--- src/aepd_pkg.sv ---
// Shared types and constants for the ATM early packet discard queue.
`default_nettype none

package aepd_pkg;

    localparam int CFG_W       = 11;
    localparam int CFG_IDX_W   = 2;
    localparam int OCC_W       = 11;
    localparam int VC_W        = 8;
    localparam int VCCNT_W     = 9;
    localparam int TAG_W       = 64;
    localparam int VC_SPACE    = 256;
    localparam int CMDQ_DEPTH  = 4;
    localparam int CMDQ_PTR_W  = $clog2(CMDQ_DEPTH);
    localparam int CMDQ_CNT_W  = $clog2(CMDQ_DEPTH + 1);

    localparam logic [CFG_W-1:0]   RST_THRESHOLD = 11'd600;
    localparam logic [CFG_W-1:0]   RST_LIMIT     = 11'd1000;
    localparam logic [VCCNT_W-1:0] RST_VC_COUNT  = 9'd100;

    typedef enum logic [CFG_IDX_W-1:0] {
        CFG_THRESHOLD = 2'd0,
        CFG_LIMIT     = 2'd1,
        CFG_VC_COUNT  = 2'd2,
        CFG_UNUSED    = 2'd3
    } t_cfg_idx;

    typedef enum logic [2:0] {
        ST_QUEUED        = 3'd0,
        ST_FRAME_DISCARD = 3'd1,
        ST_OVERFLOW      = 3'd2,
        ST_ILLEGAL_VC    = 3'd3,
        ST_SERVED        = 3'd4,
        ST_EMPTY         = 3'd5
    } t_status;

    typedef enum logic [2:0] {
        FS_CLEAR  = 3'b001,
        FS_IDLE   = 3'b010,
        FS_DECIDE = 3'b100
    } t_front_state;

    typedef struct packed {
        t_status          status;
        logic [OCC_W-1:0] occupancy;
    } t_result;

    typedef struct packed {
        logic    wr;
        logic    rd;
        t_result res;
    } t_cmd_ctl;

endpackage

`default_nettype wire

--- src/aepd_cmd_fifo.sv ---
// Short command queue between the decision front end and the storage back end.
`default_nettype none

module aepd_cmd_fifo #(
    parameter int WIDTH = 8
) (
    input  wire              i_clk,
    input  wire              i_rst_n,
    input  wire              i_push,
    input  wire  [WIDTH-1:0] i_wdata,
    output logic             o_full,
    input  wire              i_pop,
    output logic [WIDTH-1:0] o_rdata,
    output logic             o_empty
);

    logic [WIDTH-1:0]                    r_mem [aepd_pkg::CMDQ_DEPTH];
    logic [aepd_pkg::CMDQ_PTR_W-1:0]     r_wr_ptr;
    logic [aepd_pkg::CMDQ_PTR_W-1:0]     r_rd_ptr;
    logic [aepd_pkg::CMDQ_CNT_W-1:0]     r_cnt;
    logic                                do_push;
    logic                                do_pop;

    assign o_full  = (r_cnt == aepd_pkg::CMDQ_CNT_W'(aepd_pkg::CMDQ_DEPTH));
    assign o_empty = (r_cnt == '0);
    assign o_rdata = r_mem[r_rd_ptr];
    assign do_push = i_push && !o_full;
    assign do_pop  = i_pop && !o_empty;

    always_ff @(posedge i_clk) begin
        if (do_push) begin
            r_mem[r_wr_ptr] <= i_wdata;
        end
    end

    always_ff @(posedge i_clk) begin
        if (!i_rst_n) begin
            r_wr_ptr <= '0;
            r_rd_ptr <= '0;
            r_cnt    <= '0;
        end else begin
            if (do_push) begin
                r_wr_ptr <= r_wr_ptr + aepd_pkg::CMDQ_PTR_W'(1);
            end
            if (do_pop) begin
                r_rd_ptr <= r_rd_ptr + aepd_pkg::CMDQ_PTR_W'(1);
            end
            if (do_push && !do_pop) begin
                r_cnt <= r_cnt + aepd_pkg::CMDQ_CNT_W'(1);
            end else if (do_pop && !do_push) begin
                r_cnt <= r_cnt - aepd_pkg::CMDQ_CNT_W'(1);
            end
        end
    end

endmodule

`default_nettype wire

--- config.mk ---
export PLATFORM = sky130hd
export DESIGN_NAME = aepd_cmd_fifo
export DESIGN_NICKNAME = d
export VERILOG_FILES = /design/src/aepd_pkg.sv /design/src/aepd_cmd_fifo.sv
export SDC_FILE = /design/constraint.sdc
export NUM_CORES = 1
export LEC_CHECK = 0
export BUFFER_PORTS_ARGS = -buffer_cell sky130_fd_sc_hd__buf_2
export CAP_MARGIN = 25
export CORE_ASPECT_RATIO = 0.8
export CORE_UTILIZATION = 36
export DETAILED_ROUTE_END_ITERATION = 16
export PLACE_DENSITY = 0.61
export SETUP_SLACK_MARGIN = 0.5
export SLEW_MARGIN = 20
export SYNTH_ARGS = -nofsm -noshare
export SYNTH_HDL_FRONTEND = slang
export SYNTH_SLANG_ARGS = --single-unit
--- constraint.sdc ---
create_clock -name i_clk -period 1.94 [get_ports i_clk]
set_input_delay 0.291 -clock i_clk [delete_from_list [all_inputs] [get_ports i_clk]]
set_output_delay 0.291 -clock i_clk [all_outputs]
set_load 0.02 [all_outputs]
## After elaboration in Yosys (flattened, before gate mapping)

Memories as Yosys holds them, arrays and structs flattened. A register that Yosys moved wholly into a read port is not among the register bits.
Cells that the tools add are included.

- Register bits after elaboration: 7
- Bits of input ports: 12
- Memories: 1
- Output and inout port bits: 10
- Bits in writable memories: 32
- Word-level logic and storage cells: 25

Memory list:

| name | words | width | rd ports | clocked after memory_dff | write ports | line | text |
|---|---|---|---|---|---|---|---|
| r_mem | 4 | 8 | 1 | 1 | 1 | aepd_cmd_fifo.sv:17 | `logic [WIDTH-1:0] r_mem [aepd_pkg::CMDQ_DEPTH];` |

- Equal/unequal tests: 1
- Reductions and logical operators: 10
- Add/subtract/negate cells: 4
- Muxes and demuxes: 6

Operator list:

| cell | number |
|---|---|
| $mux W3 | 2 |
| $add A2 B1 Y2 const B | 2 |
| $logic_and A1 B1 Y1 | 4 |
| $logic_not A1 Y1 | 4 |
| $mux W2 | 2 |
| $add A3 B1 Y3 const B | 1 |
| $eq A3 B3 Y1 const B | 1 |
| $logic_not A3 Y1 | 1 |
| $sub A3 B1 Y3 const B | 1 |
| $mux W1 | 2 |
| $reduce_bool A2 Y1 | 1 |

## Depth between registers and ports, before layout

- Depth in word-level cells: 7
- Gate-level depth with buffers: 9

## Worst setup path after synthesis

Ideal clock, no wire load.

- Path type: reg2reg
- From: reg r_cnt[0] in the netlist's numbering
- To: reg r_cnt[2] in the netlist's numbering
- Data arrival time: 2.000 ns
- Path slack: -0.130 ns
- Clock period less this slack: 2.070 ns
- Data required time: 1.870 ns
- Cell stages (with the launch flop): 10
- Cell sequence: dfxtp_1 -> nor3b_2 -> nor2b_1 -> buf_6 -> ha_1 -> inv_1 -> fa_1 -> xor2_1 -> or3_1 -> a21boi_1

- Cells in the longest elaborated chain, start to end: 6
- Elaborated cells between the ends (all ways): 15
- Classes of those cells: 2 x add/sub; 1 x eq/ne; 2 x mux; 10 x reduce/logical

Ends and longest elaborated chain:

| item | line | text |
|---|---|---|
| start: declaration | aepd_cmd_fifo.sv:20 | `logic [aepd_pkg::CMDQ_CNT_W-1:0] r_cnt;` |
| start signal: assignment | aepd_cmd_fifo.sv:49 | `r_cnt <= r_cnt + aepd_pkg::CMDQ_CNT_W'(1);` |
| start signal: assignment | aepd_cmd_fifo.sv:51 | `r_cnt <= r_cnt - aepd_pkg::CMDQ_CNT_W'(1);` |
| $eq A3 B3 Y1 (*) | aepd_cmd_fifo.sv:24 | `assign o_full = (r_cnt == aepd_pkg::CMDQ_CNT_W'(aepd_pkg::CMDQ_DEPTH));` |
| named net o_full | aepd_cmd_fifo.sv:11 | `output logic o_full,` |
| $logic_not A1 Y1 (*) | aepd_cmd_fifo.sv:27 | `assign do_push = i_push && !o_full;` |
| $logic_and A1 B1 Y1 (*) | aepd_cmd_fifo.sv:27 |  |
| named net do_push | aepd_cmd_fifo.sv:21 | `logic do_push;` |
| $logic_not A1 Y1 | aepd_cmd_fifo.sv:50 | `end else if (do_pop && !do_push) begin` |
| $logic_and A1 B1 Y1 | aepd_cmd_fifo.sv:50 |  |
| $reduce_bool A2 Y1 (no line) | - |  |

The timed path passes the listed nets; every way through them passes the cells marked *. The select of a mux whose other input is x is not followed.
A chain may end at the register's enable or synchronous reset.

## Worst setup path after layout

- From: reg r_cnt[2] in the netlist's numbering
- To: reg r_cnt[2] in the netlist's numbering

- Cells in the longest elaborated chain, start to end: 6
- Elaborated cells between the ends (all ways): 15
- Classes of those cells: 2 x add/sub; 1 x eq/ne; 2 x mux; 10 x reduce/logical

Ends and longest elaborated chain:

| item |
|---|
| branches (longest 6 deep; another with $sub A3 B1 Y3) |

Several ways; the timed one is not identified. The select of a mux whose other input is x is not followed.

==> key figures <==
Cells and area
  – Area of the multi-input gates: 510.5 µm²
  – Final #Nets: 148
  – Share of cells above drive strength 1: 51.15%
  – Antenna Cells: 0
  – Fillers: 365
  – Syn-to-layout area delta: 32.52%
  – Register Area: 1157 µm²

STA
  – Total Neg Setup Slack: 0 ns
  – Slew headroom: 79.08%
  – Final min period: 1.939 ns
  – Worst slew pin tran: 0.3089 ns
  – Final worst path period share: 99.94%
  – Slew Limit Fails: 0
  – Worst Skew: 0.007085 ns
  – Unrepaired setup endpoints after global routing: yes
  – Fmax achieved: 515.7 MHz
  – Final setup margin: 0.001068 ns
  – Final setup viols: 0
  – Final hold vios: 0

Synthesis
  – Mapped Cells: 90
  – Seq/Total Area, Yosys: 69.62%
  – Largest area contributor in the netlist: edfxtp_1
  – #FFs+latches synth: 41
  – Most common cell in the netlist: edfxtp_1
  – Synth Flop Type: edfxtp_1
  – Synth top area cells: edfxtp_1 59%, dfxtp_1 11%, mux4_2 11%, ha_1 3.8%, and2_1 3.1%
  – Post-synthesis cell area: 1639 µm²
  – Post-synth ARST share: 0%
  – Mean Syn Cell Area: 18.21 µm²
  – Yosys warns: 0
  – Yosys top cell area share: 58.63%
  – Top post-synthesis cells by count: 32 x edfxtp_1, 9 x dfxtp_1, 8 x and2_1, 8 x mux4_2, 5 x ha_1
  – Post-synth EDFFs: 32
  – Net count after synthesis: 108
  – Netlist cell types: 23

Global routing
  – Tot GR Track Use: 13.26%
  – Most Used Layer, Global Route: met2
  – GR Util met1: 13.00%
  – Largest net degree at the start of global routing: 14
  – Met3 usage: 4.265%
  – Remaining Overflow, GRT: 0
  – Met2 Use GR: 24.89%
  – First-pass GRT wire length: 4505 µm
  – Vias in the first global route: 961
  – Initial antenna violation count: 0

Place
  – Pre-CTS setup slack: -0.06890 ns
  – DP HPWL: 1970 µm
  – Buffers on Ports: 21
  – Gp weighted congestion: 0.6234

Setup path
  – CP Data Required Time: 2.15 ns
  – WP data arrival: 2.15 ns
  – Worst setup SP type: flop
  – CP Max Fanout: 5
  – Setup Crit Path Kind: flop to flop
  – Critical Path End Type: flop

Floorplan
  – # rows: 21
  – Die Area: 4828 µm²
  – Die width: 77.44 µm
  – Height of the die: 62.35 µm
  – Core Region: 4283 µm²
  – Initial core utilization: 38.27%
  – I/O pins: 22

Power and ir drop
  – Leakage power: 0.0007988 µW
  – Pwr/cell area: 1348 nW/µm²
  – Maximum vdd ir drop: 556.8 µV

Clock tree
  – CTS tree: built
  – Clock Path Buffers: 2
  – H-tree levels: 2
  – CTS Root Cell: clkbuf_8
  – CTS Buf Count: 5
  – Clk sinks: 41
  – Clock slew at reported path FFs: 0.08 ns
  – Skew-Pair Late Insertion Delay: 0.29 ns
  – Post-CTS Hold Fix Bufs: 0

Worst hold path
  – Classification of the worst-slack hold path: primary input to flop

Drt
  – DR pass1 iterations: 4
  – Post-route ant nets: 0
  – Vias per std cell: 4.739
  – DRC errors left: 0
  – Total wire length: 2801 µm
  – Mean routed wirelength per cell: 14.90 µm
  – DR iter-0 viols: 24
  – Detailed-route via count: 891

Run status
  – Status: finished, final reports clean

Run
  – Max-cap violation count: 0
-- path summary, 6_finish.rpt --
kind	cells after the start	slack, ns	end	from
worst max-delay path	8	0.001	r_cnt[2]	r_cnt[2]
worst min-delay path	1	0.22	r_mem[0][5]	i_wdata[5]
worst max register to register	8	0.001	r_cnt[2]	r_cnt[2]
worst min register to register	2	0.51	r_wr_ptr[1]	r_wr_ptr[1]
-- per-stage QoR --
stage	util, %	hold WS (ns)	total power, µW	cell area, µm²	instances
floorplan	-	0.3899	1756	1667	90
global placement	43.88	0.4784	1988	1879	172
detailed placement	43.88	0.5007	2031	1879	172
CTS	49.93	0.2118	2917	2138	185
global route	50.72	0.2067	3083	2172	188
finish	50.72	0.2158	2927	2172	188
-- metal layers --
| layer | routed length [µm] | vias up |
|---|---|---|
| met5 | 0 | - |
| met4 | 58 | 0 |
| met3 | 106 | 6 |
| met2 | 1526 | 19 |
| met1 | 1111 | 447 |
| li1 | - | 419 |
-- cells by family (layout without fill, tap and decap cells) --
logic type	Yosys count	after routing	synth area share (%)
buffers and inverters	7	48	2.137
multiplexers	11	11	12.82
adder cells (fa/ha/maj)	6	6	5.038
XOR/XNOR	4	4	2.138
flip-flops	41	41	69.62
AO/OA/AOI/OAI	4	4	2.061
AND/OR/NAND/NOR	17	17	6.183
-- timing repair --
item | 4_1_cts | 5_1_grt
setup endpoints to repair | 43 | 44
setup buffers | 5 | 3
pin swaps | 5 | 1
gates resized for setup | 37 | 3
hold endpoints to repair | 0 | 0
-- area by class of cell --
cell class              instances  share of cell area (%)
flip-flops and latches         41                   53.28
multi-input cells              42                   23.50
repair buffers                 37                   14.34
well taps                      57                   3.283
clock buffers                   5                   3.168
clock inverters                 3                   1.901
inverters                       3                  0.5184
-- flip-flops by register name, summed over array words and instances (netlist names), named ones only --
register  count
r_mem        32
r_cnt         3
r_rd_ptr      2
r_wr_ptr      2
-- critical path: stages (launching register included) --
cell and delay [ns]:
dfxtp_4 0.37, nor3b_4 0.17, nor2b_4 0.16, ha_4 0.16, inv_2 0.04, fa_2 0.34, xor2_1 0.16, or3_1 0.31
a21boi_1 0.16
-- power by group --
group          internal [µW]  total, µW  switching [µW]
Clock                    378        658             279
Sequential              1100       1200            99.1
Combinational            612       1070             459
-- layout by cell type (no fill, tap or decap), drive strengths merged, types with 2 or more instances in the layout --
cell	instances
mux2i	3
ha	5
nand2	4
nor2b	2
buf	37
and2	8
edfxtp	32
inv	3
clkbuf	5
mux4	8
xnor2	3
dfxtp	9
Note: power is estimated with default switching activity, not from simulation.
